===== src/hdl/swtn_pkg.sv =====
// Shared types and constants of the top-4 skin weight normalizer.
`default_nettype none

package swtn_pkg;

    localparam int unsigned BONE_W    = 8;
    localparam int unsigned WEIGHT_W  = 16;
    localparam int unsigned OUT_SLOTS = 4;
    localparam int unsigned USED_W    = 3;

    // Influences whose bone index is not below this count are ignored.
    localparam int unsigned BONE_COUNT = 256;

    typedef enum logic [1:0] {
        OUTCOME_NORMALIZED = 2'd0,
        OUTCOME_NO_INFL    = 2'd1,
        OUTCOME_ZERO_SUM   = 2'd2
    } outcome_t;

endpackage

`default_nettype wire


===== src/hdl/swtn_front.sv =====
// Front end: accepts influences and keeps the heaviest ones in sorted order.
`default_nettype none

module swtn_front #(
    parameter int unsigned MAX_KEPT = 4,
    parameter int unsigned CNT_W    = 3
) (
    input  wire logic                                          clk,
    input  wire logic                                          rst_n,
    input  wire logic                                          in_valid,
    output logic                                               in_ready,
    input  wire logic                                          has_weight,
    input  wire logic [swtn_pkg::BONE_W-1:0]                   bone_index,
    input  wire logic [swtn_pkg::WEIGHT_W-1:0]                 weight,
    input  wire logic                                          last_of_vertex,
    output logic                                               push_valid,
    input  wire logic                                          push_ready,
    output logic [CNT_W-1:0]                                   push_count,
    output logic [MAX_KEPT-1:0][swtn_pkg::BONE_W-1:0]          push_bones,
    output logic [MAX_KEPT-1:0][swtn_pkg::WEIGHT_W-1:0]        push_weights
);

    logic [MAX_KEPT-1:0]                             valid_reg;
    logic [MAX_KEPT-1:0][swtn_pkg::BONE_W-1:0]       bones_reg;
    logic [MAX_KEPT-1:0][swtn_pkg::WEIGHT_W-1:0]     weights_reg;

    logic [MAX_KEPT-1:0]                             valid_next;
    logic [MAX_KEPT-1:0][swtn_pkg::BONE_W-1:0]       bones_next;
    logic [MAX_KEPT-1:0][swtn_pkg::WEIGHT_W-1:0]     weights_next;
    logic [CNT_W-1:0]                                count_next;
    logic [CNT_W-1:0]                                pos;
    logic                                            take;
    logic                                            accept;

    assign in_ready = push_ready;
    assign accept   = in_valid && in_ready;

    always_comb
    begin
        take = has_weight && (17'(bone_index) < 17'(swtn_pkg::BONE_COUNT));

        // The kept list is sorted, so the slots not lighter than the new weight
        // form a prefix and their number is the insertion point.
        pos = '0;
        for (int i = 0; i < MAX_KEPT; i++)
        begin
            if (valid_reg[i] && (weights_reg[i] >= weight))
            begin
                pos = pos + CNT_W'(1);
            end
        end

        valid_next   = valid_reg;
        bones_next   = bones_reg;
        weights_next = weights_reg;
        if (take && (pos < CNT_W'(MAX_KEPT)))
        begin
            valid_next = MAX_KEPT'({valid_reg, 1'b1});
            for (int i = 1; i < MAX_KEPT; i++)
            begin
                if (CNT_W'(i) > pos)
                begin
                    bones_next[i]   = bones_reg[i-1];
                    weights_next[i] = weights_reg[i-1];
                end
            end
            for (int i = 0; i < MAX_KEPT; i++)
            begin
                if (CNT_W'(i) == pos)
                begin
                    bones_next[i]   = bone_index;
                    weights_next[i] = weight;
                end
            end
        end

        count_next = '0;
        for (int i = 0; i < MAX_KEPT; i++)
        begin
            count_next = count_next + CNT_W'(valid_next[i]);
        end
    end

    assign push_valid   = accept && last_of_vertex;
    assign push_count   = count_next;
    assign push_bones   = bones_next;
    assign push_weights = weights_next;

    always_ff @(posedge clk or negedge rst_n)
    begin
        if (!rst_n)
        begin
            valid_reg   <= '0;
            bones_reg   <= '0;
            weights_reg <= '0;
        end
        else if (accept)
        begin
            if (last_of_vertex)
            begin
                // The vertex is handed to the back end; start the next one empty.
                valid_reg   <= '0;
                bones_reg   <= '0;
                weights_reg <= '0;
            end
            else
            begin
                valid_reg   <= valid_next;
                bones_reg   <= bones_next;
                weights_reg <= weights_next;
            end
        end
    end

endmodule

`default_nettype wire


===== src/hdl/swtn_fifo.sv =====
// Two-entry queue that carries finished kept sets from the front to the back end.
`default_nettype none

module swtn_fifo #(
    parameter int unsigned WIDTH = 1
) (
    input  wire logic             clk,
    input  wire logic             rst_n,
    input  wire logic             wr_valid,
    output logic                  wr_ready,
    input  wire logic [WIDTH-1:0] wr_data,
    output logic                  rd_valid,
    input  wire logic             rd_ready,
    output logic [WIDTH-1:0]      rd_data
);

    logic [1:0][WIDTH-1:0] mem_reg;
    logic                  wr_ptr_reg;
    logic                  rd_ptr_reg;
    logic [1:0]            count_reg;
    logic                  do_wr;
    logic                  do_rd;

    assign wr_ready = (count_reg != 2'd2);
    assign rd_valid = (count_reg != 2'd0);
    assign rd_data  = mem_reg[rd_ptr_reg];
    assign do_wr    = wr_valid && wr_ready;
    assign do_rd    = rd_valid && rd_ready;

    always_ff @(posedge clk or negedge rst_n)
    begin
        if (!rst_n)
        begin
            wr_ptr_reg <= 1'b0;
            rd_ptr_reg <= 1'b0;
            count_reg  <= 2'd0;
        end
        else
        begin
            if (do_wr)
            begin
                wr_ptr_reg <= !wr_ptr_reg;
            end
            if (do_rd)
            begin
                rd_ptr_reg <= !rd_ptr_reg;
            end
            unique case ({do_wr, do_rd})
                2'b10:   count_reg <= count_reg + 2'd1;
                2'b01:   count_reg <= count_reg - 2'd1;
                default: count_reg <= count_reg;
            endcase
        end
    end

    always_ff @(posedge clk)
    begin
        if (do_wr)
        begin
            mem_reg[wr_ptr_reg] <= wr_data;
        end
    end

endmodule

`default_nettype wire


===== src/hdl/swtn_back.sv =====
// Back end: sums a kept set and divides its weights in four bit-serial lanes.
`default_nettype none

module swtn_back #(
    parameter int unsigned MAX_KEPT         = 4,
    parameter int unsigned WEIGHT_FRAC_BITS = 15,
    parameter int unsigned CNT_W            = 3
) (
    input  wire logic                                          clk,
    input  wire logic                                          rst_n,
    input  wire logic                                          set_valid,
    output logic                                               set_ready,
    input  wire logic [CNT_W-1:0]                              set_count,
    input  wire logic [MAX_KEPT-1:0][swtn_pkg::BONE_W-1:0]     set_bones,
    input  wire logic [MAX_KEPT-1:0][swtn_pkg::WEIGHT_W-1:0]   set_weights,
    output logic                                               out_valid,
    input  wire logic                                          out_ready,
    output logic [swtn_pkg::OUT_SLOTS-1:0][swtn_pkg::BONE_W-1:0]   out_bones,
    output logic [swtn_pkg::OUT_SLOTS-1:0][swtn_pkg::WEIGHT_W-1:0] out_weights,
    output logic [swtn_pkg::USED_W-1:0]                        out_used,
    output swtn_pkg::outcome_t                                 out_outcome
);

    localparam int unsigned SUM_W  = swtn_pkg::WEIGHT_W + $clog2(MAX_KEPT);
    localparam int unsigned R_W    = SUM_W + 1;
    localparam int unsigned Q_W    = WEIGHT_FRAC_BITS + 1;
    localparam int unsigned STEP_W = $clog2(Q_W);
    localparam int unsigned LANES  = swtn_pkg::OUT_SLOTS;
    localparam logic [Q_W-1:0] ONE_Q = Q_W'(1) << WEIGHT_FRAC_BITS;
    // Default result weights: full weight in the first slot, zero elsewhere.
    localparam logic [LANES-1:0][swtn_pkg::WEIGHT_W-1:0] DEFAULT_WEIGHTS =
        {{((LANES - 1) * swtn_pkg::WEIGHT_W){1'b0}}, swtn_pkg::WEIGHT_W'(ONE_Q)};

    typedef enum logic [1:0] {
        ST_IDLE,
        ST_DIV,
        ST_OUT
    } state_t;

    state_t                                       state_reg;
    logic [STEP_W-1:0]                            step_reg;
    logic [SUM_W-1:0]                             sum_reg;
    logic [CNT_W-1:0]                             cnt_reg;
    logic [LANES-1:0][R_W-1:0]                    rem_reg;
    logic [LANES-1:0][Q_W-1:0]                    quo_reg;
    logic [LANES-1:0][swtn_pkg::BONE_W-1:0]       bone_reg;

    logic                                         out_valid_reg;
    logic [LANES-1:0][swtn_pkg::BONE_W-1:0]       out_bones_reg;
    logic [LANES-1:0][swtn_pkg::WEIGHT_W-1:0]     out_weights_reg;
    logic [swtn_pkg::USED_W-1:0]                  out_used_reg;
    swtn_pkg::outcome_t                           out_outcome_reg;

    logic [LANES-1:0][swtn_pkg::BONE_W-1:0]       lane_bone;
    logic [LANES-1:0][swtn_pkg::WEIGHT_W-1:0]     lane_weight;
    logic [SUM_W-1:0]                             sum_in;
    logic [LANES-1:0][R_W-1:0]                    trial;
    logic [LANES-1:0]                             fits;
    logic [LANES-1:0][R_W-1:0]                    rem_next;
    logic [LANES-1:0][Q_W-1:0]                    quo_next;
    logic [swtn_pkg::USED_W-1:0]                  used_next;

    for (genvar g = 0; g < LANES; g++)
    begin : g_lane
        if (g < MAX_KEPT)
        begin : g_used
            assign lane_bone[g]   = set_bones[g];
            assign lane_weight[g] = set_weights[g];
        end
        else
        begin : g_empty
            assign lane_bone[g]   = '0;
            assign lane_weight[g] = '0;
        end
    end

    always_comb
    begin
        // Slots past the kept count hold zero, so every slot enters the sum.
        sum_in = '0;
        for (int j = 0; j < MAX_KEPT; j++)
        begin
            sum_in = sum_in + SUM_W'(set_weights[j]);
        end

        // Restoring division. The first step compares the weight itself, which
        // never exceeds the sum; the rest shift in the fraction zeros.
        for (int i = 0; i < LANES; i++)
        begin
            trial[i]    = (step_reg == '0) ? rem_reg[i] : {rem_reg[i][R_W-2:0], 1'b0};
            fits[i]     = (trial[i] >= {1'b0, sum_reg});
            rem_next[i] = fits[i] ? (trial[i] - {1'b0, sum_reg}) : trial[i];
            quo_next[i] = {quo_reg[i][Q_W-2:0], fits[i]};
        end

        if (32'(cnt_reg) > LANES)
        begin
            used_next = swtn_pkg::USED_W'(LANES);
        end
        else
        begin
            used_next = swtn_pkg::USED_W'(cnt_reg);
        end
    end

    assign set_ready   = (state_reg == ST_IDLE);
    assign out_valid   = out_valid_reg;
    assign out_bones   = out_bones_reg;
    assign out_weights = out_weights_reg;
    assign out_used    = out_used_reg;
    assign out_outcome = out_outcome_reg;

    always_ff @(posedge clk or negedge rst_n)
    begin
        if (!rst_n)
        begin
            state_reg       <= ST_IDLE;
            step_reg        <= '0;
            sum_reg         <= '0;
            cnt_reg         <= '0;
            rem_reg         <= '0;
            quo_reg         <= '0;
            bone_reg        <= '0;
            out_valid_reg   <= 1'b0;
            out_bones_reg   <= '0;
            out_weights_reg <= '0;
            out_used_reg    <= '0;
            out_outcome_reg <= swtn_pkg::OUTCOME_NORMALIZED;
        end
        else
        begin
            unique case (state_reg)
                ST_IDLE:
                begin
                    if (set_valid)
                    begin
                        sum_reg  <= sum_in;
                        cnt_reg  <= set_count;
                        step_reg <= '0;
                        bone_reg <= lane_bone;
                        for (int i = 0; i < LANES; i++)
                        begin
                            rem_reg[i] <= R_W'(lane_weight[i]);
                        end
                        if ((set_count == '0) || (sum_in == '0))
                        begin
                            // Default result: bone 0 at full weight.
                            out_bones_reg      <= '0;
                            out_weights_reg    <= DEFAULT_WEIGHTS;
                            out_used_reg       <= '0;
                            out_outcome_reg    <= (set_count == '0) ?
                                                  swtn_pkg::OUTCOME_NO_INFL :
                                                  swtn_pkg::OUTCOME_ZERO_SUM;
                            out_valid_reg      <= 1'b1;
                            state_reg          <= ST_OUT;
                        end
                        else
                        begin
                            state_reg <= ST_DIV;
                        end
                    end
                end
                ST_DIV:
                begin
                    rem_reg  <= rem_next;
                    quo_reg  <= quo_next;
                    step_reg <= step_reg + STEP_W'(1);
                    if (step_reg == STEP_W'(Q_W - 1))
                    begin
                        out_bones_reg <= bone_reg;
                        for (int i = 0; i < LANES; i++)
                        begin
                            out_weights_reg[i] <= swtn_pkg::WEIGHT_W'(quo_next[i]);
                        end
                        out_used_reg    <= used_next;
                        out_outcome_reg <= swtn_pkg::OUTCOME_NORMALIZED;
                        out_valid_reg   <= 1'b1;
                        state_reg       <= ST_OUT;
                    end
                end
                ST_OUT:
                begin
                    if (out_ready)
                    begin
                        out_valid_reg <= 1'b0;
                        state_reg     <= ST_IDLE;
                    end
                end
                default:
                begin
                    state_reg <= ST_IDLE;
                end
            endcase
        end
    end

endmodule

`default_nettype wire


===== src/hdl/skin_weight_top4_normalizer_core.sv =====
// Top level of the top-4 skin weight selector and normalizer.
//
// Usage: the input channel (in_valid/in_ready) takes one bone influence per
// transaction; last_of_vertex closes the vertex. The output channel
// (out_valid/out_ready) delivers one transaction per closed vertex with up to
// four bones, heaviest first, and their weights divided by the kept sum.
// Throughput: the front end takes one influence per cycle while the queue has
// room. Each vertex then occupies the back end for the bit-serial division,
// whose lanes work on all four slots at once, until its result is taken. A
// vertex that falls back to the default result skips the division there.
// Results: a normalized result is registered when the last divide step ends;
// a default result is registered straight from the kept set, with no division.
// A two-entry queue between front and back lets the front keep collecting
// influences while the back end divides or its result waits.
// Stall: while out_ready is low the result holds; once the queue is full too,
// in_ready drops until the back end takes the next kept set.
// Reset: clears the kept set, empties the queue and drops out_valid.
`default_nettype none

module skin_weight_top4_normalizer_core #(
    parameter int unsigned MAX_KEPT         = 4,
    parameter int unsigned WEIGHT_FRAC_BITS = 15
) (
    input  wire logic                            clk,
    input  wire logic                            rst_n,
    input  wire logic                            in_valid,
    output logic                                 in_ready,
    input  wire logic                            has_weight,
    input  wire logic [swtn_pkg::BONE_W-1:0]     bone_index,
    input  wire logic [swtn_pkg::WEIGHT_W-1:0]   weight,
    input  wire logic                            last_of_vertex,
    output logic                                 out_valid,
    input  wire logic                            out_ready,
    output logic [swtn_pkg::BONE_W-1:0]          bone_id_a,
    output logic [swtn_pkg::BONE_W-1:0]          bone_id_b,
    output logic [swtn_pkg::BONE_W-1:0]          bone_id_c,
    output logic [swtn_pkg::BONE_W-1:0]          bone_id_d,
    output logic [swtn_pkg::WEIGHT_W-1:0]        norm_weight_a,
    output logic [swtn_pkg::WEIGHT_W-1:0]        norm_weight_b,
    output logic [swtn_pkg::WEIGHT_W-1:0]        norm_weight_c,
    output logic [swtn_pkg::WEIGHT_W-1:0]        norm_weight_d,
    output logic [swtn_pkg::USED_W-1:0]          used_slots,
    output logic [1:0]                           outcome
);

    localparam int unsigned CNT_W   = $clog2(MAX_KEPT + 1);
    localparam int unsigned ENTRY_W = CNT_W + MAX_KEPT * (swtn_pkg::BONE_W + swtn_pkg::WEIGHT_W);

    logic                                               push_valid;
    logic                                               push_ready;
    logic [CNT_W-1:0]                                   push_count;
    logic [MAX_KEPT-1:0][swtn_pkg::BONE_W-1:0]          push_bones;
    logic [MAX_KEPT-1:0][swtn_pkg::WEIGHT_W-1:0]        push_weights;

    logic                                               set_valid;
    logic                                               set_ready;
    logic [ENTRY_W-1:0]                                 set_entry;
    logic [CNT_W-1:0]                                   set_count;
    logic [MAX_KEPT-1:0][swtn_pkg::BONE_W-1:0]          set_bones;
    logic [MAX_KEPT-1:0][swtn_pkg::WEIGHT_W-1:0]        set_weights;

    logic [swtn_pkg::OUT_SLOTS-1:0][swtn_pkg::BONE_W-1:0]   out_bones;
    logic [swtn_pkg::OUT_SLOTS-1:0][swtn_pkg::WEIGHT_W-1:0] out_weights;
    swtn_pkg::outcome_t                                      out_outcome;

    swtn_front #(
        .MAX_KEPT (MAX_KEPT),
        .CNT_W    (CNT_W)
    ) u_front (
        .clk            (clk),
        .rst_n          (rst_n),
        .in_valid       (in_valid),
        .in_ready       (in_ready),
        .has_weight     (has_weight),
        .bone_index     (bone_index),
        .weight         (weight),
        .last_of_vertex (last_of_vertex),
        .push_valid     (push_valid),
        .push_ready     (push_ready),
        .push_count     (push_count),
        .push_bones     (push_bones),
        .push_weights   (push_weights)
    );

    swtn_fifo #(
        .WIDTH (ENTRY_W)
    ) u_fifo (
        .clk      (clk),
        .rst_n    (rst_n),
        .wr_valid (push_valid),
        .wr_ready (push_ready),
        .wr_data  ({push_count, push_bones, push_weights}),
        .rd_valid (set_valid),
        .rd_ready (set_ready),
        .rd_data  (set_entry)
    );

    assign {set_count, set_bones, set_weights} = set_entry;

    swtn_back #(
        .MAX_KEPT         (MAX_KEPT),
        .WEIGHT_FRAC_BITS (WEIGHT_FRAC_BITS),
        .CNT_W            (CNT_W)
    ) u_back (
        .clk         (clk),
        .rst_n       (rst_n),
        .set_valid   (set_valid),
        .set_ready   (set_ready),
        .set_count   (set_count),
        .set_bones   (set_bones),
        .set_weights (set_weights),
        .out_valid   (out_valid),
        .out_ready   (out_ready),
        .out_bones   (out_bones),
        .out_weights (out_weights),
        .out_used    (used_slots),
        .out_outcome (out_outcome)
    );

    assign bone_id_a     = out_bones[0];
    assign bone_id_b     = out_bones[1];
    assign bone_id_c     = out_bones[2];
    assign bone_id_d     = out_bones[3];
    assign norm_weight_a = out_weights[0];
    assign norm_weight_b = out_weights[1];
    assign norm_weight_c = out_weights[2];
    assign norm_weight_d = out_weights[3];
    assign outcome       = out_outcome;

    // The back end takes a kept set only while no result is waiting.
    a_pop_when_drained: assert property (@(posedge clk) disable iff (!rst_n)
        set_valid && set_ready |-> !out_valid)
        else $error("kept set taken while a result is still pending");

    // A normalized result always reports at least one slot, never more than kept.
    a_used_normalized: assert property (@(posedge clk) disable iff (!rst_n)
        out_valid && (outcome == swtn_pkg::OUTCOME_NORMALIZED) |->
        (used_slots != '0) && (32'(used_slots) <= MAX_KEPT))
        else $error("normalized result with bad slot count");

    // A default result names bone 0 alone and leaves the other slots empty.
    a_default_shape: assert property (@(posedge clk) disable iff (!rst_n)
        out_valid && (outcome != swtn_pkg::OUTCOME_NORMALIZED) |->
        (used_slots == '0) && (bone_id_a == '0) && (norm_weight_b == '0) &&
        (norm_weight_c == '0) && (norm_weight_d == '0))
        else $error("default result with nonempty slots");

endmodule

`default_nettype wire


===== config.mk =====
export PLATFORM = sky130hd
export DESIGN_NAME = skin_weight_top4_normalizer_core
export DESIGN_NICKNAME = d
export VERILOG_FILES = /design/src/hdl/swtn_pkg.sv /design/src/hdl/swtn_front.sv /design/src/hdl/swtn_fifo.sv /design/src/hdl/swtn_back.sv /design/src/hdl/skin_weight_top4_normalizer_core.sv
export SDC_FILE = /design/constraint.sdc
export NUM_CORES = 1
export LEC_CHECK = 0
export BUFFER_PORTS_ARGS = -buffer_cell sky130_fd_sc_hd__buf_2
export CAP_MARGIN = 10
export CORE_ASPECT_RATIO = 1.75
export CORE_MARGIN = 2
export CORE_UTILIZATION = 30
export CTS_BUF_LIST = sky130_fd_sc_hd__clkbuf_8
export DETAILED_ROUTE_END_ITERATION = 12
export GPL_TIMING_DRIVEN = 0
export SLEW_MARGIN = 20
export SYNTH_ARGS = -nofsm -noshare
export SYNTH_HDL_FRONTEND = slang
export SYNTH_SLANG_ARGS = --single-unit
export TNS_END_PERCENT = 5

===== constraint.sdc =====
create_clock -name clk -period 7.4 [get_ports clk]
set_input_delay 0.74 -clock clk [delete_from_list [all_inputs] [get_ports clk]]
set_output_delay 0.74 -clock clk [all_outputs]
set_load 0.01 [all_outputs]

==> run summary, run 1 <==
The flow ran to the end, and the final reports show no timing, DRC or antenna violations. The tree built by TritonCTS fans out to 599 sinks. By area the synthesized netlist is led by sky130_fd_sc_hd__dfrtp_1, sky130_fd_sc_hd__edfxtp_1, sky130_fd_sc_hd__nand2_1, sky130_fd_sc_hd__ha_1, sky130_fd_sc_hd__mux2i_1. STA classifies the critical path endpoint as a register. The initial cell density of the core came out at 30.2%.

Dividing the detail-routed via count by the number of cells gives 5.27. For this run, asynchronously set or reset flops after synthesis account for 66.9%. Once detailed placement completed, the half-perimeter wirelength came to 93900 um. During synthesis, Yosys emitted a total of 0 warnings. Summed over all layers, the global routing overflow is 0. The final net count came out at 3881. The total number of vias came out at 27400. The commonest register cell after synthesis is sky130_fd_sc_hd__dfrtp_1.

The depth of the CTS H-tree came out at 3. The met2 usage in global routing came out at 38.7%. The leading cell type by number of instances after synthesis is sky130_fd_sc_hd__nand2_1. Among all stages on the critical path, the largest delay is contributed by sky130_fd_sc_hd__clkbuf_1. The cell taking the most area after synthesis is sky130_fd_sc_hd__dfrtp_1. Broken down by cell family, the worst path's largest delay share belongs to buffers and inverters. The die is 255 um wide. Setup violations remaining at the end of the flow were counted as 0. The detailed-route DRC error count came out at 0. STA classifies the critical path startpoint as a register. The critical setup path kind is register to register. The violation count after the first detailed-routing iteration came out at 1932. The cell area that synthesis handed to floorplanning was 33000 um2. The met1 routing resource usage after global routing came out at 20.0%.

The count of flip-flops with a built-in enable after synthesis is 198. The post-route clock skew is 49.3 ps. The total area inside the core boundary comes to 110000 um2.

The number of endpoints with negative hold slack in the final report came out at 0. The via count of the first global-routing pass came out at 28200. At the later pin of the worst-skew pair, clock insertion delay measures 770 ps. The tightest min-delay check is of the input pin to register type. The all-layer global routing usage is 21.4%. For this block, the routed nets add up to 121000 um of wire. The average footprint of a synthesized cell is 9.68 um2. Pin placement for this block handled 133 I/O pins. The initial antenna violation count is 23. The count of state elements after synthesis came out at 599.

The number of buffers added by the clock tree synthesis step came out at 87. The final period demand of the worst path is 7150 ps. The fraction of final layout cells with drive strength greater than 1 came out at 11.4%.

Data on the critical path is required at its endpoint by 8010 ps. The first-pass detailed-route iteration total came out at 6. The number of core rows came out at 161.

The die area came out at 113000 um2. The average wire length per cell after detail routing is 23.3 um. The maximum operating frequency is 140 MHz. In this run the tool buffered the top-level ports with 132 buffer cells.

met2 is the most crowded layer. For met3 alone, demand over resource in global routing was 4.40%. The final number of max-transition violations came out at 0. Traced cell by cell, the critical path runs through nor2_1, and2_1, clkbuf_1, buf_1, clkbuf_1, nand2_1, nand2_1, ha_1, nand3_1, inv_1, and3_1, nand3_1, nor4_1, nor3_1, o21ai_1, clkbuf_1, mux2i_1, o21ai_0. The register with the most flip-flops in the layout has 198 of them. The number of violations of the max-capacitance limit came out at 0. Setup repair after global routing left no endpoint under its margin.

The final clock period utilization by the worst path is 96.6%. Entering global routing, the biggest net connects 101 pins. For the pin with the worst max-slew slack, the measured transition is 1150 ps. The top cell type's share of synthesized area came out at 30.4%. The data arrival time of the critical path came out at 7750 ps. The root cell of the clock tree is sky130_fd_sc_hd__clkbuf_8. The clock tree buffer depth is 3. The height of the chip came out at 443 um. The post-synth net total came out at 3644. The global-route wire length before repair came out at 177000 um. In the synthesized netlist, the cells that appear most often are sky130_fd_sc_hd__nand2_1, sky130_fd_sc_hd__dfrtp_1, sky130_fd_sc_hd__nor2_1. The count of nets left with antenna violations after detail routing is 0. The maximum cell stage delay along the critical path is 790 ps.

The synthesis-to-finish area growth is 14.3%. The worst path buffer plus inverter count is 5. The worst relative slew slack is 23.5%. The post-synthesis instance total is 3415. The routability congestion estimate from global placement came out at 1.00. The clock edge transition at the registers on the reported setup and hold paths came out at 70 ps. The synthesized netlist contains 79 unique library cells.

By instance count, the cell type seen most on the critical path is sky130_fd_sc_hd__clkbuf_1. TritonCTS built the clock tree. After routing, the total negative slack on setup checks comes to 0 ps.

Sequential elements use 48.4% of the synthesized area. On the final layout, the worst hold slack is 326 ps. The largest fanout of any net on the critical path came out at 10.
path summary, 6_finish.rpt:
check / startpoint / to / slack [ps] / cells past startpoint
max in group asynchronous: rst_n / u_back.out_bones[24] / 5360 / 4
worst min register to register: u_back.sum_reg[8] / u_back.sum_reg[8] / 480 / 2
min in group asynchronous: rst_n / u_back.rem_reg[36] / 550 / 2
worst max register to register: u_back.step_reg[2] / u_back.rem_reg[20] / 250 / 18
worst max-delay path: u_back.step_reg[2] / u_back.rem_reg[20] / 250 / 18
worst min-delay path: bone_index[5] / u_front.bones_reg[21] / 330 / 2
area by class of cell:
type	count	area [um2]
diodes	5	12.5
clock inverters	67	482
inverters	113	424
repair buffers	149	971
well taps	1467	1840
flip-flops and latches	599	16000
clock buffers	94	1290
fillers	11300	71800
multi-input cells	2519	16000
plain buffers	183	786
metal layers:
| layer | up-vias | part of all wire (%) |
|---|---|---|
| met5 | - | 0.20 |
| met4 | 40 | 10 |
| met3 | 493 | 5.4 |
| met2 | 1004 | 52 |
| met1 | 13300 | 32 |
| li1 | 12600 | - |
layout by cell type (no fill, tap or decap), types with 31 or more instances in the layout:
cell                       Yosys  final
sky130_fd_sc_hd__nand2_1     633    633
sky130_fd_sc_hd__dfrtp_1     401    400
sky130_fd_sc_hd__nor2_1      344    342
sky130_fd_sc_hd__o21ai_0     203    203
sky130_fd_sc_hd__edfxtp_1    198    198
sky130_fd_sc_hd__ha_1        176    176
sky130_fd_sc_hd__a21oi_1     160    160
sky130_fd_sc_hd__buf_2        21    147
sky130_fd_sc_hd__inv_1       111    142
sky130_fd_sc_hd__clkbuf_1    138    135
sky130_fd_sc_hd__mux2i_1     131    129
sky130_fd_sc_hd__nor3_1      128    128
sky130_fd_sc_hd__clkbuf_8      0     94
sky130_fd_sc_hd__mux2_2       64     64
sky130_fd_sc_hd__a21o_1       52     52
sky130_fd_sc_hd__and2_1       51     51
sky130_fd_sc_hd__xnor2_1      47     47
sky130_fd_sc_hd__xor2_1       35     35
sky130_fd_sc_hd__a221o_1      33     33
sky130_fd_sc_hd__a22oi_1      33     33
sky130_fd_sc_hd__nand3_1      31     31
timing repair:
item / CTS / global route
pin swaps: 2 / 0
hold buffers: 1 / 0
setup buffers: 3 / 3
endpoints found under the hold margin: 61 / 0
setup endpoints to repair: 105 / 101
gates resized for setup: 20 / 15
kinds of logic after synthesis:
kind of cell,count (synthesis),share of synthesized area [%]
simple gates,1309,16.9
fa+ha+maj,199,8.06
compound gates,732,14.6
flops,599,48.4
buf+inv,297,3.54
mux,197,6.29
xor+xnor,82,2.17
worst reg2reg max path, stage by stage, from the launching register on:
cell	delay (ps)
sky130_fd_sc_hd__dfrtp_1	440
sky130_fd_sc_hd__nor2_1	240
sky130_fd_sc_hd__and2_1	190
sky130_fd_sc_hd__clkbuf_1	720
sky130_fd_sc_hd__buf_1	780
sky130_fd_sc_hd__clkbuf_1	800
sky130_fd_sc_hd__nand2_1	110
sky130_fd_sc_hd__nand2_1	130
sky130_fd_sc_hd__ha_1	240
sky130_fd_sc_hd__nand3_1	110
sky130_fd_sc_hd__inv_1	90
sky130_fd_sc_hd__and3_1	180
sky130_fd_sc_hd__nand3_1	220
sky130_fd_sc_hd__nor4_1	790
sky130_fd_sc_hd__nor3_1	150
sky130_fd_sc_hd__o21ai_1	590
sky130_fd_sc_hd__clkbuf_1	720
sky130_fd_sc_hd__mux2i_1	350
sky130_fd_sc_hd__o21ai_0	130
stage by stage:
| step | area [um2] | util (%) | worst slack [ps] | std cells |
|---|---|---|---|---|
| after floorplan | 33000 | - | 1110 | 3415 |
| after global placement | 35500 | 32.4 | -3090 | 5014 |
| after detailed placement | 35800 | 32.7 | -2290 | 5024 |
| after CTS | 37700 | 34.4 | 9.00 | 5188 |
| after global routing | 37700 | 34.4 | 9.02 | 5193 |
| final | 37800 | 34.5 | 253 | 5196 |
Power of run 1 is left out: the tool's default activity adds up to more than one toggle a clock period on the data nets, which glitch-free logic cannot reach.
==> run 2: changes to the inputs <==
--- a/config.mk
+++ b/config.mk
@@ -9,10 +9,11 @@
 export CAP_MARGIN = 10
 export CORE_ASPECT_RATIO = 1.75
 export CORE_MARGIN = 2
-export CORE_UTILIZATION = 30
+export CORE_UTILIZATION = 50
 export CTS_BUF_LIST = sky130_fd_sc_hd__clkbuf_8
 export DETAILED_ROUTE_END_ITERATION = 12
 export GPL_TIMING_DRIVEN = 0
+export PLACE_DENSITY = 0.67
 export SLEW_MARGIN = 20
 export SYNTH_ARGS = -nofsm -noshare
 export SYNTH_HDL_FRONTEND = slang
==> run 2 against run 1 <==
Core utilization increased by 22 points. Cell count decreased by 11%. Routed wire length decreased by 9.5%. Sequential share of layout area increased by 0.96 points. Die area decreased by 40%. Worst setup slack got worse by 58 ps. Count of clock-buffer cells in the layout increased by 3. Via count about the same. Non-clock buffer count increased by 1. Register-to-register slack got worse by 60 ps. Flip-flop and latch count unchanged.
==> run summary, run 2 (synthesis results as in run 1) <==
TritonCTS created 87 clock buffers. Max-cap violations in this run came to 0. The worst relative slew slack is 19.2%. The data arrival time of the critical path is 7810 ps. The first-pass detailed-route iteration total is 5. The I/O pin count is 133. The slew at the pin closest to its max-slew limit is 1210 ps. The critical setup path kind is register to register. The largest fanout of any net on the critical path came out at 10. The number of buffers added on ports is 132.

The final worst-path setup slack came out at 195 ps. The total number of vias is 27400. The all-layer global routing usage came out at 32.5%.

Counting both buffers and inverters, the worst setup path holds a total of 4. The category of the worst setup path capture point is a register. The count of nets left with antenna violations after detail routing came out at 0. The die is 344 um tall. The library cell used most frequently in the layout, excluding fill and tap cells, is sky130_fd_sc_hd__nand2_1. For this configuration, the core starts out at a cell density of 50.6%.

The floorplan has 124 rows. The post-route standard cell area excluding fillers is 36900 um2. The tightest min-delay check is of the input pin to register type.

The clock latency on the worst-skew pair is 750 ps. The fraction of final layout cells with drive strength greater than 1 came out at 11.5%. Clock tree synthesis found a total of 599 sinks. The clock edge transition at the registers on the reported setup and hold paths is 70 ps. Traced cell by cell, the critical path runs through nor2_1, and2_1, clkbuf_1, clkbuf_1, clkbuf_1, nand2_1, nand2_1, ha_1, and4_1, nand3_1, nor4_1, a2111oi_1, o221a_2, clkbuf_1, o21ai_0, a221o_1. In this design, the stage delay of the slowest critical-path cell is 780 ps. The final number of max-transition violations is 0. The global-route wire length before repair came out at 163000 um.

The floorplan step set the die width to 198 um. The H-tree was split into 3 levels. The detailed-route DRC error count came out at 0.

TritonCTS built the clock tree. The setup slack of the worst register-to-register path is 200 ps. The standard cell core area came out at 65300 um2. The final clock period utilization by the worst path came out at 97.4%.

The worst setup path is launched from a register. The slowest stage of the critical path belongs to the cell sky130_fd_sc_hd__clkbuf_1. The most numerous cell type found on the critical path is sky130_fd_sc_hd__clkbuf_1.

The initial antenna violation count is 2. Setup violations remaining at the end of the flow were counted as 0. Summed over all nets, the half-perimeter wirelength after detailed placement is 82600 um.

The via count of the first global-routing pass is 27500. Clock tree synthesis selected as its root buffer the cell sky130_fd_sc_hd__clkbuf_8. At the end of the flow, the number of nets in the layout was 3882. The die covers 68200 um2. The largest delay contributor family on the critical path is buffers and inverters. The routed design has 109000 um of wire. The critical path data required time came out at 8000 ps. The average wire length per cell after detail routing is 23.8 um.

The first routing iteration left 2166 violations. The placement-stage worst setup slack is -2020 ps. The clock tree buffer depth came out at 3. The number of endpoints with negative hold slack in the final report is 0. The final period demand of the worst path came out at 7200 ps. The routability congestion estimate from global placement is 1.03.

The maximum operating frequency is 139 MHz. The post-route clock skew came out at 46.3 ps. The flip-flop count of the largest register, all copies and words added came out at 198. In the layout the commonest cells are sky130_fd_sc_hd__nand2_1, sky130_fd_sc_hd__dfrtp_1, sky130_fd_sc_hd__nor2_1, sky130_fd_sc_hd__o21ai_0, sky130_fd_sc_hd__edfxtp_1. The average vias per placed instance came out at 5.96.

The run finished with clean final reports. Summing all placed instances gives a cell area of 35100 um2. The total congestion overflow after global routing is 0. The synthesis-to-finish area growth came out at 11.7%. The maximum number of pins on one net before global-route repair is 98.
run 2: stage by stage:
step / utilization, % / instances / hold slack (ps) / TNS [ps]
after floorplan: - / 3415 / 444 / 0
after global placement: 53.3 / 4429 / 461 / -1424130
after detailed placement: 53.7 / 4438 / 464 / -197740
after CTS: 56.3 / 4597 / 282 / 0
after global routing: 56.5 / 4602 / 315 / -233
final: 56.5 / 4602 / 317 / 0
run 2: final timing paths:
kind,end,cells past startpoint,startpoint
hold reg to reg,u_back.bone_reg[30],2,u_back.bone_reg[30]
min in group asynchronous,u_back.out_bones[14],2,rst_n
hold / removal,u_front.weights_reg[37],2,weight[5]
max in group asynchronous,u_back.rem_reg[70],4,rst_n
setup / recovery,u_back.rem_reg[53],16,u_back.step_reg[2]
setup reg to reg,u_back.rem_reg[53],16,u_back.step_reg[2]
run 2: repair_timing:
item | 4_1_cts | 5_1_grt
hold buffers | 1 | 0
setup endpoints to repair | 105 | 117
buffers inserted | 4 | 3
hold endpoints to repair | 39 | 0
pin swaps | 1 | 2
gates cloned | 0 | 1
gates resized for setup | 15 | 23
run 2: per-layer routing:
metal / global-route usage (%) / vias up / wire (um)
li1: - / 12600 / -
met1: 34.4 / 13300 / 37900
met2: 57.3 / 1051 / 55300
met3: 5.90 / 438 / 6960
met4: 24.2 / 2 / 9280
met5: 0 / - / 13
run 2: area by class of cell:
| type | instances | area (um2) |
|---|---|---|
| plain buffers | 183 | 773 |
| clock buffers | 97 | 1340 |
| flip-flops and latches | 599 | 16000 |
| well taps | 882 | 1100 |
| multi-input cells | 2519 | 16000 |
| inverters | 113 | 424 |
| fillers | 6006 | 28400 |
| clock inverters | 58 | 343 |
| diodes | 1 | 2.50 |
| repair buffers | 150 | 966 |
Power of run 2 is left out for the same reason.
